===== src/rtl/core/tdpc_pkg.sv =====
package tdpc_pkg;

    localparam int CAND_W  = 32;
    localparam int COUNT_W = 32;

    localparam logic [COUNT_W-1:0] COUNT_MAX = {COUNT_W{1'b1}};

    typedef enum logic [3:0] {
        ST_IDLE = 4'b0001,
        ST_TEST = 4'b0010,
        ST_WAIT = 4'b0100,
        ST_DONE = 4'b1000
    } state_t;

endpackage


===== src/rtl/core/trial_division_prime_counter_top.sv =====
// Flow: 0, 1, 2 and even values go from ST_IDLE straight to ST_DONE; odd values
// loop through ST_TEST and ST_WAIT once per odd trial divisor, up to ~sqrt(v)/2.
// A 32-bit prime tries ~32768 odd divisors before ST_DONE loads the result.
// Throughput: one item at a time, set by the shared bit-serial divider.
// Output register lets the next item start while a result waits.
// rst_n (async, active low) clears the prime count and all control state.
module trial_division_prime_counter_top #(
    parameter int VALUE_WIDTH = 32
) (
    input  logic                         clk,
    input  logic                         rst_n,
    input  logic                         s_tvalid,
    output logic                         s_tready,
    input  logic [tdpc_pkg::CAND_W-1:0]  s_tdata,   // [31:0] candidate
    input  logic                         s_tuser,   // [0] restart
    output logic                         m_tvalid,
    input  logic                         m_tready,
    output logic [tdpc_pkg::COUNT_W-1:0] m_tdata,   // [31:0] prime_total
    output logic                         m_tuser    // [0] is_prime
);

    localparam int VW = (VALUE_WIDTH < tdpc_pkg::CAND_W) ? VALUE_WIDTH : tdpc_pkg::CAND_W;

    tdpc_pkg::state_t state_reg, state_next;

    logic [VW-1:0]                val_reg, val_next;
    logic [VW-1:0]                d_reg, d_next;
    logic                         prime_reg, prime_next;
    logic [tdpc_pkg::COUNT_W-1:0] count_reg, count_next;
    logic                         ovalid_reg, ovalid_next;
    logic                         oprime_reg, oprime_next;
    logic [tdpc_pkg::COUNT_W-1:0] ototal_reg, ototal_next;

    logic          in_xfer;
    logic          load_out;
    logic          div_start;
    logic          div_done;
    logic [VW-1:0] div_q;
    logic [VW-1:0] div_r;
    logic [VW-1:0] v_in;

    assign v_in     = s_tdata[VW-1:0];
    assign s_tready = (state_reg == tdpc_pkg::ST_IDLE);
    assign in_xfer  = s_tvalid && s_tready;
    assign load_out = (state_reg == tdpc_pkg::ST_DONE) && (!ovalid_reg || m_tready);
    assign div_start = (state_reg == tdpc_pkg::ST_TEST);

    tdpc_div #(
        .VW(VW)
    ) u_div (
        .clk       (clk),
        .rst_n     (rst_n),
        .start     (div_start),
        .dividend  (val_reg),
        .divisor   (d_reg),
        .done      (div_done),
        .quotient  (div_q),
        .remainder (div_r)
    );

    always_comb
    begin
        state_next  = state_reg;
        val_next    = val_reg;
        d_next      = d_reg;
        prime_next  = prime_reg;
        count_next  = count_reg;
        ovalid_next = ovalid_reg;
        oprime_next = oprime_reg;
        ototal_next = ototal_reg;

        if (ovalid_reg && m_tready)
            ovalid_next = 1'b0;

        case (state_reg)
            tdpc_pkg::ST_IDLE:
            begin
                if (in_xfer)
                begin
                    val_next = v_in;
                    d_next   = VW'(3);
                    if (s_tuser)
                        count_next = '0;
                    if (v_in <= VW'(1))
                    begin
                        prime_next = 1'b0;
                        state_next = tdpc_pkg::ST_DONE;
                    end
                    else if (v_in == VW'(2))
                    begin
                        prime_next = 1'b1;
                        state_next = tdpc_pkg::ST_DONE;
                    end
                    else if (!v_in[0])
                    begin
                        prime_next = 1'b0;
                        state_next = tdpc_pkg::ST_DONE;
                    end
                    else
                    begin
                        state_next = tdpc_pkg::ST_TEST;
                    end
                end
            end
            tdpc_pkg::ST_TEST:
            begin
                state_next = tdpc_pkg::ST_WAIT;
            end
            tdpc_pkg::ST_WAIT:
            begin
                if (div_done)
                begin
                    if (d_reg > div_q)
                    begin
                        prime_next = 1'b1;
                        state_next = tdpc_pkg::ST_DONE;
                    end
                    else if (div_r == '0)
                    begin
                        prime_next = 1'b0;
                        state_next = tdpc_pkg::ST_DONE;
                    end
                    else
                    begin
                        d_next     = d_reg + VW'(2);
                        state_next = tdpc_pkg::ST_TEST;
                    end
                end
            end
            tdpc_pkg::ST_DONE:
            begin
                if (load_out)
                begin
                    if (prime_reg && (count_reg != tdpc_pkg::COUNT_MAX))
                    begin
                        count_next  = count_reg + tdpc_pkg::COUNT_W'(1);
                        ototal_next = count_reg + tdpc_pkg::COUNT_W'(1);
                    end
                    else
                    begin
                        ototal_next = count_reg;
                    end
                    oprime_next = prime_reg;
                    ovalid_next = 1'b1;
                    state_next  = tdpc_pkg::ST_IDLE;
                end
            end
            default:
            begin
                state_next = tdpc_pkg::ST_IDLE;
            end
        endcase
    end

    always_ff @(posedge clk or negedge rst_n)
    begin
        if (!rst_n)
        begin
            state_reg  <= tdpc_pkg::ST_IDLE;
            count_reg  <= '0;
            ovalid_reg <= 1'b0;
        end
        else
        begin
            state_reg  <= state_next;
            count_reg  <= count_next;
            ovalid_reg <= ovalid_next;
        end
    end

    always_ff @(posedge clk)
    begin
        val_reg    <= val_next;
        d_reg      <= d_next;
        prime_reg  <= prime_next;
        oprime_reg <= oprime_next;
        ototal_reg <= ototal_next;
    end

    assign m_tvalid = ovalid_reg;
    assign m_tdata  = ototal_reg;
    assign m_tuser  = oprime_reg;

endmodule


===== src/rtl/core/tdpc_div.sv =====
module tdpc_div #(
    parameter int VW = 32
) (
    input  logic          clk,
    input  logic          rst_n,
    input  logic          start,
    input  logic [VW-1:0] dividend,
    input  logic [VW-1:0] divisor,
    output logic          done,
    output logic [VW-1:0] quotient,
    output logic [VW-1:0] remainder
);

    localparam int CW = $clog2(VW);

    logic          busy_reg, busy_next;
    logic          done_reg, done_next;
    logic [CW-1:0] cnt_reg, cnt_next;
    logic [VW-1:0] dvd_reg, dvd_next;
    logic [VW-1:0] quo_reg, quo_next;
    logic [VW-1:0] rem_reg, rem_next;
    logic [VW:0]   trial;
    logic [VW:0]   diff;
    logic          fits;

    assign trial = {rem_reg, dvd_reg[VW-1]};
    assign diff  = trial - {1'b0, divisor};
    assign fits  = (trial >= {1'b0, divisor});

    always_comb
    begin
        busy_next = busy_reg;
        done_next = 1'b0;
        cnt_next  = cnt_reg;
        dvd_next  = dvd_reg;
        quo_next  = quo_reg;
        rem_next  = rem_reg;
        if (start)
        begin
            busy_next = 1'b1;
            cnt_next  = CW'(VW - 1);
            dvd_next  = dividend;
            quo_next  = '0;
            rem_next  = '0;
        end
        else if (busy_reg)
        begin
            dvd_next = {dvd_reg[VW-2:0], 1'b0};
            quo_next = {quo_reg[VW-2:0], fits};
            rem_next = fits ? diff[VW-1:0] : trial[VW-1:0];
            cnt_next = cnt_reg - CW'(1);
            if (cnt_reg == '0)
            begin
                busy_next = 1'b0;
                done_next = 1'b1;
            end
        end
    end

    always_ff @(posedge clk or negedge rst_n)
    begin
        if (!rst_n)
        begin
            busy_reg <= 1'b0;
            done_reg <= 1'b0;
            cnt_reg  <= '0;
        end
        else
        begin
            busy_reg <= busy_next;
            done_reg <= done_next;
            cnt_reg  <= cnt_next;
        end
    end

    always_ff @(posedge clk)
    begin
        dvd_reg <= dvd_next;
        quo_reg <= quo_next;
        rem_reg <= rem_next;
    end

    assign done      = done_reg;
    assign quotient  = quo_reg;
    assign remainder = rem_reg;

endmodule


===== config.mk =====
export PLATFORM = sky130hd
export DESIGN_NAME = trial_division_prime_counter_top
export DESIGN_NICKNAME = d
export VERILOG_FILES = /design/src/rtl/core/tdpc_pkg.sv /design/src/rtl/core/trial_division_prime_counter_top.sv /design/src/rtl/core/tdpc_div.sv
export SDC_FILE = /design/constraint.sdc
export NUM_CORES = 1
export LEC_CHECK = 0
export ABC_AREA = 1
export BUFFER_PORTS_ARGS = -buffer_cell sky130_fd_sc_hd__buf_2
export CORE_UTILIZATION = 61
export CTS_CLUSTER_SIZE = 16
export DETAILED_ROUTE_END_ITERATION = 8
export GPL_TIMING_DRIVEN = 0
export PLACE_DENSITY = 0.82
export SLEW_MARGIN = 25
export SYNTH_ARGS = -nofsm -noshare
export SYNTH_HDL_FRONTEND = slang
export SYNTH_SLANG_ARGS = --single-unit

===== constraint.sdc =====
create_clock -name clk -period 11.14 [get_ports clk]
set_input_delay 1.671 -clock clk [delete_from_list [all_inputs] [get_ports clk]]
set_output_delay 1.671 -clock clk [all_outputs]
set_load 0.1 [all_outputs]

==> results.json <==
{
  "status": "finished, final reports clean",
  "cp_top_family": "buffers and inverters",
  "ys_ff_latch": 237,
  "dpl.hpwl_um": 28700,
  "crit_path_top_delay_cell": "buf_2",
  "finalSetupViolations": 0,
  "gp_congestion": 0.979,
  "ys_seq_area_share_pct": 43.7,
  "insertion_delay_ns": 0.53,
  "num_vias": 12800,
  "hold_viol": 0,
  "skew_ns": 0.00788,
  "synth_xor_area_share_pct": 2.44,
  "start_kind": "flop",
  "grt_pass1_vias": 12000,
  "startpoint": "state_reg[3]",
  "layout.nets": 2130,
  "hp-class": "reg -> reg",
  "synth_top_area_share_pct": 27.1,
  "numCtsBuffers": 25,
  "synth_cells": 1921,
  "clkSinkCount": 237,
  "synthMuxAreaShare_pct": 0,
  "syn_area_mm2": 0.0143,
  "synth_flop_cell": "edfxtp_1",
  "path_max_fanout": 5,
  "post-place-ws_ns": 7.68,
  "cts_max_level": 1,
  "timing.final.crit_period_ns": 3.73,
  "wl_per_cell_um": 16.0,
  "viasPerCell": 5.44,
  "synth_enable_flop_cells": 129,
  "io_buffers": 71,
  "hold_buffers": 0,
  "synth_top_family_by_area": "simple AND/OR/NAND/NOR gates",
  "drv_cap": 0,
  "synth_top_cell_by_area": "edfxtp_1",
  "io_pins": 72,
  "fp.coreArea_mm2": 0.0228,
  "drv_slew": 0,
  "async_reset_ff_share_pct": 18.6,
  "fillers": 1883,
  "die_x_um": 155,
  "crit_buf_inv": 2,
  "max_freq_mhz": 268,
  "synth_warnings": 0,
  "synth_commonest_cells": "636 x nand2_1, 333 x inv_1, 154 x nor2_1",
  "min_from": "u_div.done",
  "maxSlewHeadroom_pct": 43.9,
  "overflow": 0,
  "antenna_found_initial": 0,
  "path_clk_slew_ns": 0.06,
  "grt_first_pass_wirelength_um": 60100,
  "synthAdderAreaFrac_pct": 6.00,
  "peakVddDrop_mv": 0.219,
  "path_cells": "nor2_1 -> nand3_1 -> inv_1 -> buf_2",
  "p_per_area_mw_per_mm2": 349,
  "rows": 55,
  "critPathKind": "reg -> out",
  "ff_latch_area_mm2": 0.00626,
  "p_total_mw": 5.58,
  "required_ns": 9.47,
  "cts_resized": 0,
  "placed_cells": 2311,
  "rsz0062_at_grt": "false",
  "cts_tree": "yes",
  "reg2reg_from": "d_reg[15]",
  "cts.path.max_buffers": 3,
  "ant_nets": 0,
  "grt_max_degree": 45,
  "first_iter_violations": 1190,
  "clockRootBuffer": "clkbuf_16",
  "drive_above_1_share_pct": 8.37,
  "fin_util_pct": 69.9,
  "fin_cells": 2357,
  "synth_nets": 2026,
  "yosysMostFrequentCell": "nand2_1",
  "start_util_pct": 62.6,
  "drcViolationCount": 0,
  "antenna_cells": 0,
  "worst_pin_slew_ns": 0.834,
  "synth_compound_area_share_pct": 7.50,
  "critPathArrivalTime_ns": 2.05,
  "avgSynthCellArea_um2": 7.45,
  "dr.pass1.iters": 5,
  "slowest_delay_ns": 0.48,
  "worst_slack_ns": 7.41,
  "fin_setup_tns_ns": 0,
  "ys_types": 51,
  "synthTopCellsByArea": "edfxtp_1 27%, nand2_1 17%, dfxtp_1 9.0%",
  "fin_crit_sh_pct": 33.4,
  "die_area_mm2": 0.0241,
  "die_h_um": 155,
  "syn_to_final_growth_pct": 11.6,
  "wl_um": 37600,
  "p_leak_nw": 7.83,
  "grt_use_total_pct": 32.0,
  "synth-simple-area-share_pct": 29.9,
  "end_kind": "output port",
  "multi_input_area_mm2": 0.00657,
  "postCtsSetupBuffers": 0
}
==> routing by layer <==
| metal | GRT usage (%) | share of wire [%] | vias to the layer above |
|---|---|---|---|
| met2 | 54.1 | 47 | 497 |
| met5 | 0 | 0 | - |
| met3 | 4.09 | 7.0 | 73 |
| met4 | 10.7 | 2.8 | 0 |
| met1 | 42.6 | 43 | 5912 |
| li1 | - | - | 6336 |
==> layout make-up <==
class	instances	area share (%)
inverters	337	7.93
clock inverters	16	0.698
plain buffers	41	1.42
clock buffers	30	4.30
flip-flops and latches	237	39.2
multi-input cells	1306	41.2
well taps	313	2.45
repair buffers	77	2.83
==> metrics by stage <==
| stage | area (µm²) | hold WS [ns] |
|---|---|---|
| 2_1_floorplan | 14300 | 0.439 |
| 3_3_place_gp | 15100 | 0.451 |
| 5_1_grt | 16000 | 0.497 |
| 3_5_place_dp | 15200 | 0.461 |
| 4_1_cts | 16000 | 0.469 |
| 6_report | 16000 | 0.474 |
==> worst paths after layout <==
check / slack, ns / end / cells past startpoint
worst min-delay path: 0.47 / state_reg[2] / 1
min in group asynchronous: 1.15 / count_reg[31] / 1
worst min register to register: 0.47 / state_reg[2] / 1
worst max register to register: 7.99 / d_reg[19] / 11
worst max-delay path: 7.41 / s_tready / 4
max in group asynchronous: 9.57 / u_div.cnt_reg[3] / 1
==> where the power goes <==
| group | total (mW) | internal (mW) | switching [mW] |
|---|---|---|---|
| registers | 1.62 | 1.36 | 0.265 |
| logic | 3.14 | 1.01 | 2.13 |
| clock network | 0.812 | 0.462 | 0.350 |
==> worst reg2reg max path, stage by stage (launching register included) <==
cell	delay, ns
edfxtp_1	0.46
ha_1	0.34
nand2_1	0.08
nor2_1	0.14
inv_1	0.05
nor2_1	0.26
nand3_1	0.24
nand3_1	0.22
nand2_1	0.09
nor3_2	0.47
buf_4	0.31
buf_4	0.20
==> cells by family (layout without fill, tap and decap cells) <==
family,count (synthesis),after routing
flip-flops,237,237
adder cells (fa/ha/maj),68,68
XOR/XNOR,39,39
AO/OA/AOI/OAI,182,182
AND/OR/NAND/NOR,1017,1017
buffers and inverters,378,501
==> layout by cell type, fill, tap and decap left out, types with 7 or more instances in the layout <==
cell type,Yosys,layout
a21oi_1,57,57
a22oi_1,32,32
buf_1,8,8
buf_2,14,84
buf_6,6,7
clkbuf_1,11,11
clkbuf_16,0,26
clkinv_1,1,8
dfrtp_1,43,43
dfxtp_1,64,64
edfxtp_1,129,129
ha_1,67,67
inv_1,333,333
nand2_1,636,636
nand3_1,125,125
nand4_1,31,31
nor2_1,154,153
nor3_1,27,26
o21a_1,10,10
o21ai_0,40,40
o21ai_1,19,19
o22ai_1,7,7
xnor2_1,11,11
xor2_1,27,27
Power figures use the tool's default switching activity.
